--- config.mk ---
export PLATFORM = sky130hd
export DESIGN_NAME = alc_cell
export DESIGN_NICKNAME = d
export VERILOG_FILES = /design/src/rtl/core/alc_pkg.sv /design/src/rtl/core/alc_cell.sv
export SDC_FILE = /design/constraint.sdc
export NUM_CORES = 1
export LEC_CHECK = 0
export CAP_MARGIN = 30
export CORE_UTILIZATION = 59
export DETAILED_ROUTE_END_ITERATION = 8
export DONT_BUFFER_PORTS = 1
export PLACE_DENSITY = 0.75
export SLEW_MARGIN = 0
export SYNTH_ARGS = -nofsm -noshare
export SYNTH_HDL_FRONTEND = slang
export SYNTH_SLANG_ARGS = --single-unit
--- constraint.sdc ---
create_clock -name i_clk -period 8.9 [get_ports i_clk]
set_input_delay 1.78 -clock i_clk [delete_from_list [all_inputs] [get_ports i_clk]]
set_output_delay 1.78 -clock i_clk [all_outputs]
set_load 0.02 [all_outputs]
--- src/rtl/core/alc_pkg.sv ---
// ============================================================================
// alc_pkg: shared types for the array list engine
// Operation and status codes, cell command and controller state.
// ============================================================================
package alc_pkg;

    localparam int unsigned VALUE_W = 32;
    localparam int unsigned POS_W   = 6;
    localparam int unsigned COUNT_W = 7;
    localparam int unsigned IN_W    = 40;
    localparam int unsigned OUT_W   = 16;

    typedef enum logic [1:0] {
        OP_APPEND = 2'd0,
        OP_INSERT = 2'd1,
        OP_DELETE = 2'd2,
        OP_SEARCH = 2'd3
    } t_op;

    typedef enum logic [1:0] {
        ST_OK     = 2'd0,
        ST_FULL   = 2'd1,
        ST_BADIDX = 2'd2,
        ST_NOKEY  = 2'd3
    } t_status;

    typedef enum logic [2:0] {
        C_HOLD,
        C_APPEND,
        C_INSERT,
        C_DELETE,
        C_MATCH,
        C_SHIFT
    } t_cell_op;

    typedef struct packed {
        t_cell_op             op;
        logic [POS_W-1:0]     position;
        logic [COUNT_W-1:0]   fill;
        logic [VALUE_W-1:0]   value;
    } t_cell_cmd;

    typedef enum logic {
        S_IDLE,
        S_SCAN
    } t_state;

endpackage

--- src/rtl/core/alc_cell.sv ---
// ============================================================================
// alc_cell: one list entry
// Holds one value and one search hit bit, and trades them with its neighbors.
// ============================================================================
module alc_cell #(
    parameter int unsigned IDX = 0
) (
    input  logic                      i_clk,
    input  logic                      i_rst_n,
    input  alc_pkg::t_cell_cmd        i_cmd,
    input  logic [alc_pkg::VALUE_W-1:0] i_prev_entry,
    input  logic [alc_pkg::VALUE_W-1:0] i_next_entry,
    input  logic                      i_next_hit,
    output logic [alc_pkg::VALUE_W-1:0] o_entry,
    output logic                      o_hit
);
    import alc_pkg::*;

    localparam logic [31:0] IDX_W = 32'(IDX);

    logic [VALUE_W-1:0] r_entry;
    logic [VALUE_W-1:0] n_entry;
    logic               r_hit;
    logic               n_hit;
    logic [31:0]        w_pos;
    logic [31:0]        w_fill;

    assign w_pos  = 32'(i_cmd.position);
    assign w_fill = 32'(i_cmd.fill);

    always_comb begin
        n_entry = r_entry;
        n_hit   = r_hit;
        case (i_cmd.op)
            C_APPEND: begin
                if (IDX_W == w_fill) begin
                    n_entry = i_cmd.value;
                end
            end
            C_INSERT: begin
                if (IDX_W == w_pos) begin
                    n_entry = i_cmd.value;
                end else if (IDX_W > w_pos) begin
                    n_entry = i_prev_entry;
                end
            end
            C_DELETE: begin
                if (IDX_W >= w_pos) begin
                    n_entry = i_next_entry;
                end
            end
            C_MATCH: begin
                // Only entries below the fill take part in a search.
                n_hit = (r_entry == i_cmd.value) && (IDX_W < w_fill);
            end
            C_SHIFT: begin
                n_hit = i_next_hit;
            end
            default: begin
                n_entry = r_entry;
            end
        endcase
    end

    always_ff @(posedge i_clk) begin
        r_entry <= n_entry;
    end

    always_ff @(posedge i_clk) begin
        if (!i_rst_n) begin
            r_hit <= 1'b0;
        end else begin
            r_hit <= n_hit;
        end
    end

    assign o_entry = r_entry;
    assign o_hit   = r_hit;

endmodule

# After elaboration in Yosys (flattened, before gate mapping)
# Index checks and enable logic that the tools add are counted.
dict set report word_totals {
  reg_bits 33
  out_inout_bits 33
  wordCells 26
}
dict set report classes {
  n_lt_le_gt_ge 3
  n_eq_ne 9
  n_mux 6
  reduce_logical 6
}
# op count
set ops {}
lappend ops {{2-to-1 mux 32 bit} 4}
lappend ops {{case mux 32 bit (3 select lines)} 1}
lappend ops {{logical NOT 32 bit} 2}
lappend ops {{equality test 32 bit} 1}
lappend ops {{< comparator 1 x 7 -> 1 bit (first input constant)} 1}
lappend ops {{equality test 3 x 2 -> 1 bit (second input constant)} 2}
lappend ops {{equality test 3 bit (second input constant)} 2}
lappend ops {{greater-or-equal comparator 1 x 6 -> 1 bit (first input constant)} 1}
lappend ops {{> comparator 1 x 6 -> 1 bit (first input constant)} 1}
lappend ops {{inequality test 2 bit (second input constant)} 2}
lappend ops {{AND reduction 4 bit} 1}
lappend ops {{equality test 3 x 1 -> 1 bit (second input constant)} 1}
lappend ops {{inequality test 3 bit (second input constant)} 1}
lappend ops {{nonzero test 3 bit} 1}
lappend ops {{case mux 1 bit (2 select lines)} 1}
lappend ops {{nonzero test 2 bit} 1}
lappend ops {{logical AND 1 bit} 1}

# Depth between registers and ports, before layout
# Gate-level depths: netlist (run 1).
dict set report depth {
  word_depth 4
  ltp_mapped 6
  ltp_nobuf 4
}

# Least setup slack after synthesis (run 1)
# Ideal clock, no wire load.
dict set report synth_path {
  path_kind {input-to-reg}
  from {input i_cmd[35] in the netlist's numbering}
  to {register r_entry[0], in the netlist o_entry[0] (enable)}
  setup_time_ps 432
  t_arrival_ps 4188
  required_ps 8468
  setup_slack_ps 4280
  stages 4
  cell_sequence {or4_1 nor4_2 nand3b_1 a21oi_1}
}
dict set report synth_via {
  elab_chain_len 3
}
# element line
set synth_lines {}
lappend synth_lines {{start, declared} alc_cell.sv:10} ;# input alc_pkg::t_cell_cmd i_cmd,
lappend synth_lines {{logical NOT 32 bit} alc_cell.sv:36} ;# if (IDX_W == w_fill) begin
lappend synth_lines {{inequality test 2 bit (no line)} n/a}
lappend synth_lines {{AND reduction 4 bit (no line)} n/a}
lappend synth_lines {{end signal, assigned} alc_cell.sv:66} ;# r_entry <= n_entry;
lappend synth_lines {{end, declared} alc_cell.sv:21} ;# logic [VALUE_W-1:0] r_entry;
# Every way passes these cells.
# A chain may end at the register's enable or synchronous reset.

# Final worst setup path (run 1)
dict set report layout_path {
  from {input i_cmd[35] in the netlist's numbering}
  to {register r_entry[23], in the netlist o_entry[23] (enable)}
}
# Same word-level chain as after synthesis.

==> results by group, run 1 <==
Timing
  • Minimum clock period: 3500 ps
  • Relative slew slack: 0.358
  • Setup violations, final: 0
  • Final hold viol count: 0
  • Period utilization: 0.393
  • Setup WS post-layout: 5400 ps
  • Worst slew pin tran: 960 ps
  • Slew Viols, Final: 0
  • TNS Setup: 0 ps
  • RSZ-0062 raised after global routing: false
  • Fmax: 286 MHz
  • Max Clock Skew: 4.19 ps

Yosys
  • Synth Area in Adders: 0
  • Syn Area/Cell: 11.9 µm²
  • Post-Syn Area: 0.00247 mm²
  • Compound-Gate Fraction of Synth Area: 0.366
  • Post-synthesis sequential area ratio: 0.397
  • Mux cell area share after synthesis: 0.00405
  • Synth Warn #: 0
  • Distinct cells, synth: 29
  • Post-Syn Nets: 322
  • Simple-gate share of the synthesized area: 0.0618
  • Largest family of logic cells by synthesized area: compound AO/OA/AOI/OAI gates
  • Cells after synthesis: 207
  • Yosys reg bits: 33
  • Synth Area in XOR/XNOR: 0.113

Critical path
  • Critical path launch point type: input pin
  • Critical path startpoint: i_cmd[35]
  • Crit path to: o_entry[23]
  • Crit Path Class: in2reg
  • Reg2Reg Depth: 4
  • R2R setup slack: 7290 ps
  • CP required: 8890 ps
  • Worst reg2reg endpoint: o_hit
  • CP Capture Type: flip-flop
  • Critical path fanouts, max: 17
  • Critical path arrival: 3480 ps
  • RR Startpoint: o_entry[15]

Drt
  • Residual DRC: 0
  • Wirelength per Cell: 25.0 µm
  • Via count: 1847
  • Final ANT Viol Nets: 0
  • Post-Route WL: 6290 µm
  • Initial DRC count: 98
  • Vias per Instance: 7.33
  • DRT Pass-1 Iters: 4

GRT
  • GRT overflow: 0
  • Largest net degree at the start of global routing: 33
  • Initial antenna violation count: 0
  • Global-route wire length before repair: 8820 µm
  • Total GRT Usage: 0.273
  • Vias in the first global route: 1924

Layout
  • Layout net count: 317
  • Commonest non-fill, non-tap cell in the layout: o22ai_1
  • Most frequent cells in the layout: o22ai_1 (34), edfxtp_1 (32), o22ai_2 (30), a21oi_2 (30), xor2_1 (27)
  • Syn-to-layout area delta: 3.29%
  • Antenna diodes: 0
  • Layout cells sized above 1: 0.371
  • Final instance area: 0.00255 mm²
  • Post-Layout Cell Count: 252
  • Filler Cells Inserted: 301

Placed design
  • HPWL after detailed placement: 4630 µm
  • DP Area: 0.00245 mm²
  • Worst slack, placed: 4930 ps
  • RePlAce Congestion: 0.711
  • Port buffer count: 0
  • Placed Cells incl. Taps: 244

Flow run
  • Max Cap Viol: 0

Clock network
  • Total CTS buffers: 5
  • Htree depth: 2
  • Maximum clock insertion buffer count: 2
  • Clock-pin slew on the worst setup and hold paths: 60 ps
  • Post-CTS sizing: 0
  • Skew-Pair Late Insertion Delay: 280 ps
  • CTS root buffer: clkbuf_8
  • Sink Count: 33
  • TritonCTS clock tree: built
  • Post-CTS Setup Bufs: 0
  • Hold buffers post-CTS: 0

Power and ir drop
  • Leakage: 0.000748 µW
  • Max IR drop VDD: 0.0000935 V
  • Power Dens Cells: 129 mW/mm²

Die
  • Core Area: 0.00400 mm²
  • Rows: 23
  • Die Span Y: 66.7 µm
  • DIE AREA: 0.00445 mm²
  • Die W: 66.7 µm
  • Initial Util: 0.618
  • I/O pin cnt: 148

Hold path
  • Min-Delay Path Class: reg2reg

Run status
  • Status: finished clean
synth_stat cells:
master	n	area share
mux2i_1	1	0.0041
clkbuf_1	6	0.0091
nand2_1	4	0.0061
nor2_1	1	0.0015
o22ai_1	34	0.086
dfxtp_1	1	0.0081
xnor2_1	5	0.018
nor4_4	1	0.0086
or3_1	1	0.0025
o31ai_2	1	0.0051
nor4_2	1	0.0051
nand3b_1	1	0.0030
a21oi_1	3	0.0061
and2b_1	1	0.0030
nor4_1	6	0.015
a21bo_4	1	0.0066
buf_6	3	0.014
nand4_1	2	0.0051
a21oi_2	30	0.11
a2111oi_0	1	0.0035
nand3_1	3	0.0061
o22ai_2	30	0.15
edfxtp_1	32	0.39
inv_1	2	0.0030
or4_1	1	0.0030
nor2b_1	1	0.0025
buf_2	4	0.0081
buf_12	3	0.024
xor2_1	27	0.096
through the flow:
| step | utilization | hold slack (ps) | total power (µW) |
|---|---|---|---|
| global placement | 0.605 | 672 | 227 |
| global route | 0.638 | 740 | 342 |
| CTS | 0.631 | 685 | 332 |
| finish | 0.638 | 683 | 330 |
| detailed placement | 0.612 | 672 | 231 |
| floorplan | - | 643 | 226 |
sequential cells by signal, summed over array words and instances (netlist names):
signal / count
o_entry: 32
o_hit: 1
worst max-delay path, stage by stage:
cell and delay (ps):
or4_1 520, nor4_2 210, nand3b_1 180, a21oi_4 550
buf_16 230
layout make-up:
type	instances	area, µm²	area share
Multi-Input combinational cell	156	1360	0.533
Clock inverter	1	3.75	0.00147
Timing Repair Buffer	4	65.1	0.0255
Inverter	2	7.51	0.00294
Tap cell	50	62.6	0.0245
Clock buffer	6	72.6	0.0284
Sequential cell	33	981	0.384
how the worst min path moves through the flow:
stage                from     to  cells past startpoint
finish              o_hit  o_hit                      4
global placement    o_hit  o_hit                      4
CTS                 o_hit  o_hit                      4
global route        o_hit  o_hit                      4
floorplan           o_hit  o_hit                      4
detailed placement  o_hit  o_hit                      4
where the power goes:
group	total [µW]	internal [µW]	switching [µW]
sequential	175	173	1.71
clock	102	52.6	49.1
combinational	53.8	25.1	28.7
per-layer routing:
layer  track usage  share of wire  wire [µm]  up-vias
li1              -              -          -      824
met1         0.310           0.38       2370      897
met2         0.490           0.51       3230      118
met3        0.0753          0.098        617        8
met4        0.0878          0.011         70        0
met5             0              0          0        -
logic make-up (layout without fill, tap and decap cells):
family | after synthesis | count (layout)
compound gates | 100 | 100
xor+xnor | 32 | 32
buf+inv | 18 | 13
flops | 33 | 33
mux | 1 | 1
simple gates | 23 | 23
No activity file was read; power rests on OpenSTA's default activity.
==> run 2: changes to the inputs <==
--- a/config.mk
+++ b/config.mk
@@ -6,10 +6,10 @@
 export NUM_CORES = 1
 export LEC_CHECK = 0
 export CAP_MARGIN = 30
-export CORE_UTILIZATION = 59
+export CORE_UTILIZATION = 58
 export DETAILED_ROUTE_END_ITERATION = 8
 export DONT_BUFFER_PORTS = 1
-export PLACE_DENSITY = 0.75
+export PLACE_DENSITY = 0.76
 export SLEW_MARGIN = 0
 export SYNTH_ARGS = -nofsm -noshare
 export SYNTH_HDL_FRONTEND = slang
==> constraint.sdc (replaced) <==
create_clock -name i_clk -period 3.2 [get_ports i_clk]
set_input_delay 0.64 -clock i_clk [delete_from_list [all_inputs] [get_ports i_clk]]
set_output_delay 0.64 -clock i_clk [all_outputs]
set_load 0.02 [all_outputs]
==> run 2 against run 1 <==
Clock-buffer cell count unchanged. Worst setup slack worse by 4600 ps. Sequential share of layout area rose by 0.23 points. Routed wire length increased by 0.92%. Clock skew up 4.2 ps. Clock power rose to 2.9 times the previous value. Sequential power increased to 2.8 times the previous value. Non-clock buffer count up 1. First-iteration DRC count is 20% lower. Critical endpoint is now o_entry[15]. Largest cell class unchanged. Highest routed layer unchanged.
==> results by group, run 2 (synthesis results as in run 1) <==
Layout
  • Most frequent cells in the layout: o22ai_1 (34), edfxtp_1 (32), o22ai_2 (30), a21oi_2 (30), xor2_1 (27) (unchanged)
  • Commonest non-fill, non-tap cell in the layout: o22ai_1 (unchanged)
  • Max reg flops: 32 (unchanged)
  • Antenna diodes: 0 (unchanged)
  • Layout net count: 318 (was 317)
  • Filler Cells Inserted: 325 (was 301)
  • Layout cells sized above 1: 0.374 (was 0.371)
  • Syn-to-layout area delta: 2.68% (was 3.29%)

Die
  • Die W: 67.3 µm (was 66.7 µm)
  • I/O pin cnt: 148 (unchanged)
  • Core Area: 0.00406 mm² (was 0.00400 mm²)
  • Initial Util: 0.609 (was 0.618)
  • DIE AREA: 0.00453 mm² (was 0.00445 mm²)
  • Rows: 23 (unchanged)
  • Die Span Y: 67.3 µm (was 66.7 µm)

Hold path
  • Min-Delay Path Class: in2reg (was reg2reg)

Clock network
  • TritonCTS clock tree: built (unchanged)
  • Clock-pin slew on the worst setup and hold paths: 70 ps (was 60 ps)
  • Hold buffers post-CTS: 0 (unchanged)
  • Post-CTS Setup Bufs: 0 (unchanged)
  • Sink Count: 33 (unchanged)
  • Total CTS buffers: 5 (unchanged)
  • CTS root buffer: clkbuf_8 (unchanged)
  • Htree depth: 2 (unchanged)
  • Skew-Pair Late Insertion Delay: 280 ps (about the same)
  • Maximum clock insertion buffer count: 2 (unchanged)
  • Post-CTS sizing: 0 (unchanged)

Flow run
  • Max Cap Viol: 0 (unchanged)

Placed design
  • Worst slack, placed: 526 ps (was 4930 ps)
  • HPWL after detailed placement: 4660 µm (was 4630 µm)
  • Port buffer count: 0 (unchanged)
  • RePlAce Congestion: 0.708 (was 0.711)

Timing
  • RSZ-0062 raised after global routing: false (unchanged)
  • Period utilization: 0.733
  • TNS Setup: 0 ps (unchanged)
  • Setup WS post-layout: 854 ps (was 5400 ps)
  • Setup violations, final: 0 (unchanged)
  • Relative slew slack: 0.356 (was 0.358)
  • Minimum clock period: 2350 ps
  • Slew Viols, Final: 0 (unchanged)
  • Fmax: 426 MHz
  • Final hold viol count: 0 (unchanged)
  • Worst slew pin tran: 962 ps (was 960 ps)
  • Max Clock Skew: 8.42 ps (was 4.19 ps)

Critical path
  • Critical path launch point type: input pin (unchanged)
  • CP Capture Type: flip-flop (unchanged)
  • Crit Path Class: in2reg (unchanged)
  • Slowest CP cell: or4_1 (was a21oi_4)
  • Critical path fanouts, max: 18 (was 17)
  • CP max stage delay: 520 ps (was 550 ps)
  • Worst-path cell chain: or4_1, nor4_2, nand3b_1, a21oi_4, buf_12 (was or4_1, nor4_2, nand3b_1, a21oi_4, buf_16)
  • CP required: 3190 ps (was 8890 ps)
  • Critical path arrival: 2330 ps (was 3480 ps)

GRT
  • Global-route wire length before repair: 8890 µm (was 8820 µm)
  • Largest net degree at the start of global routing: 35 (was 33)
  • Total GRT Usage: 0.279 (was 0.273)
  • Initial antenna violation count: 0 (unchanged)
  • Vias in the first global route: 1800 (was 1924)
  • GRT overflow: 0 (unchanged)

Drt
  • Vias per Instance: 7.06 (was 7.33)
  • Initial DRC count: 78 (was 98)
  • Wirelength per Cell: 25.1 µm (was 25.0 µm)
  • Via count: 1786 (was 1847)
  • Final ANT Viol Nets: 0 (unchanged)
  • Post-Route WL: 6350 µm (was 6290 µm)
  • DRT Pass-1 Iters: 4 (unchanged)
  • Residual DRC: 0 (unchanged)

Run status
  • Status: finished clean (unchanged)

Power and ir drop
  • Max IR drop VDD: 0.000238 V (was 0.0000935 V)
  • Leakage: 0.000744 µW (was 0.000748 µW)
  • Power Dens Cells: 365 mW/mm² (was 129 mW/mm²)
run 2: cell types whose count changed in the layout (fill, tap and decap cells not counted):
cell / before / now
buf_16: 1 / 0
buf_8: 2 / 0
buf_4: 1 / 4
buf_12: 0 / 1
run 2: where the power goes:
group	internal, µW	leakage [µW]	switching, µW
Combinational	68.8	0.000401	79.3
Sequential	481	0.000304	4.82
Clock	147	0.0000387	146
run 2: worst paths after layout:
path | from | endpoint | slack (ps) | depth (start not counted)
setup / recovery | i_cmd[35] | o_entry[15] | 850 | 5
hold / removal | i_rst_n | o_hit | 480 | 2
setup reg to reg | o_entry[15] | o_hit | 1550 | 4
hold reg to reg | o_hit | o_hit | 690 | 4
run 2: routing by layer:
metal / global-route usage / part of all wire / up-vias
li1: - / - / 825
met1: 0.325 / 0.38 / 840
met2: 0.476 / 0.51 / 112
met3: 0.0980 / 0.094 / 9
met4: 0.0904 / 0.010 / 0
met5: 0 / 0 / -
run 2: metrics by stage:
stage               total power, µW  utilization  cells  area (µm²)  hold WS (ps)
global placement                635        0.607    246        2460           679
global route                    958        0.625    253        2540           479
finish                          926        0.625    253        2540           481
floorplan                       627            -    207        2470           643
detailed placement              642        0.607    246        2460           694
CTS                             927        0.625    253        2540           478
run 2: critical path: cells and delay by family:
kind	cells	cell delay [ps]
AO/OA/AOI/OAI	1	510
AND/OR/NAND/NOR	3	940
buffers and inverters	1	240
run 2: layout make-up:
type,instances,area [µm²],share of cell area
clock inverter,1,3.75,0.00148
multi-input combinational,156,1360,0.536
clock buffer,6,72.6,0.0286
inverter,2,7.51,0.00296
tap,50,62.6,0.0247
timing repair buffer,5,50.0,0.0197
sequential,33,981,0.387
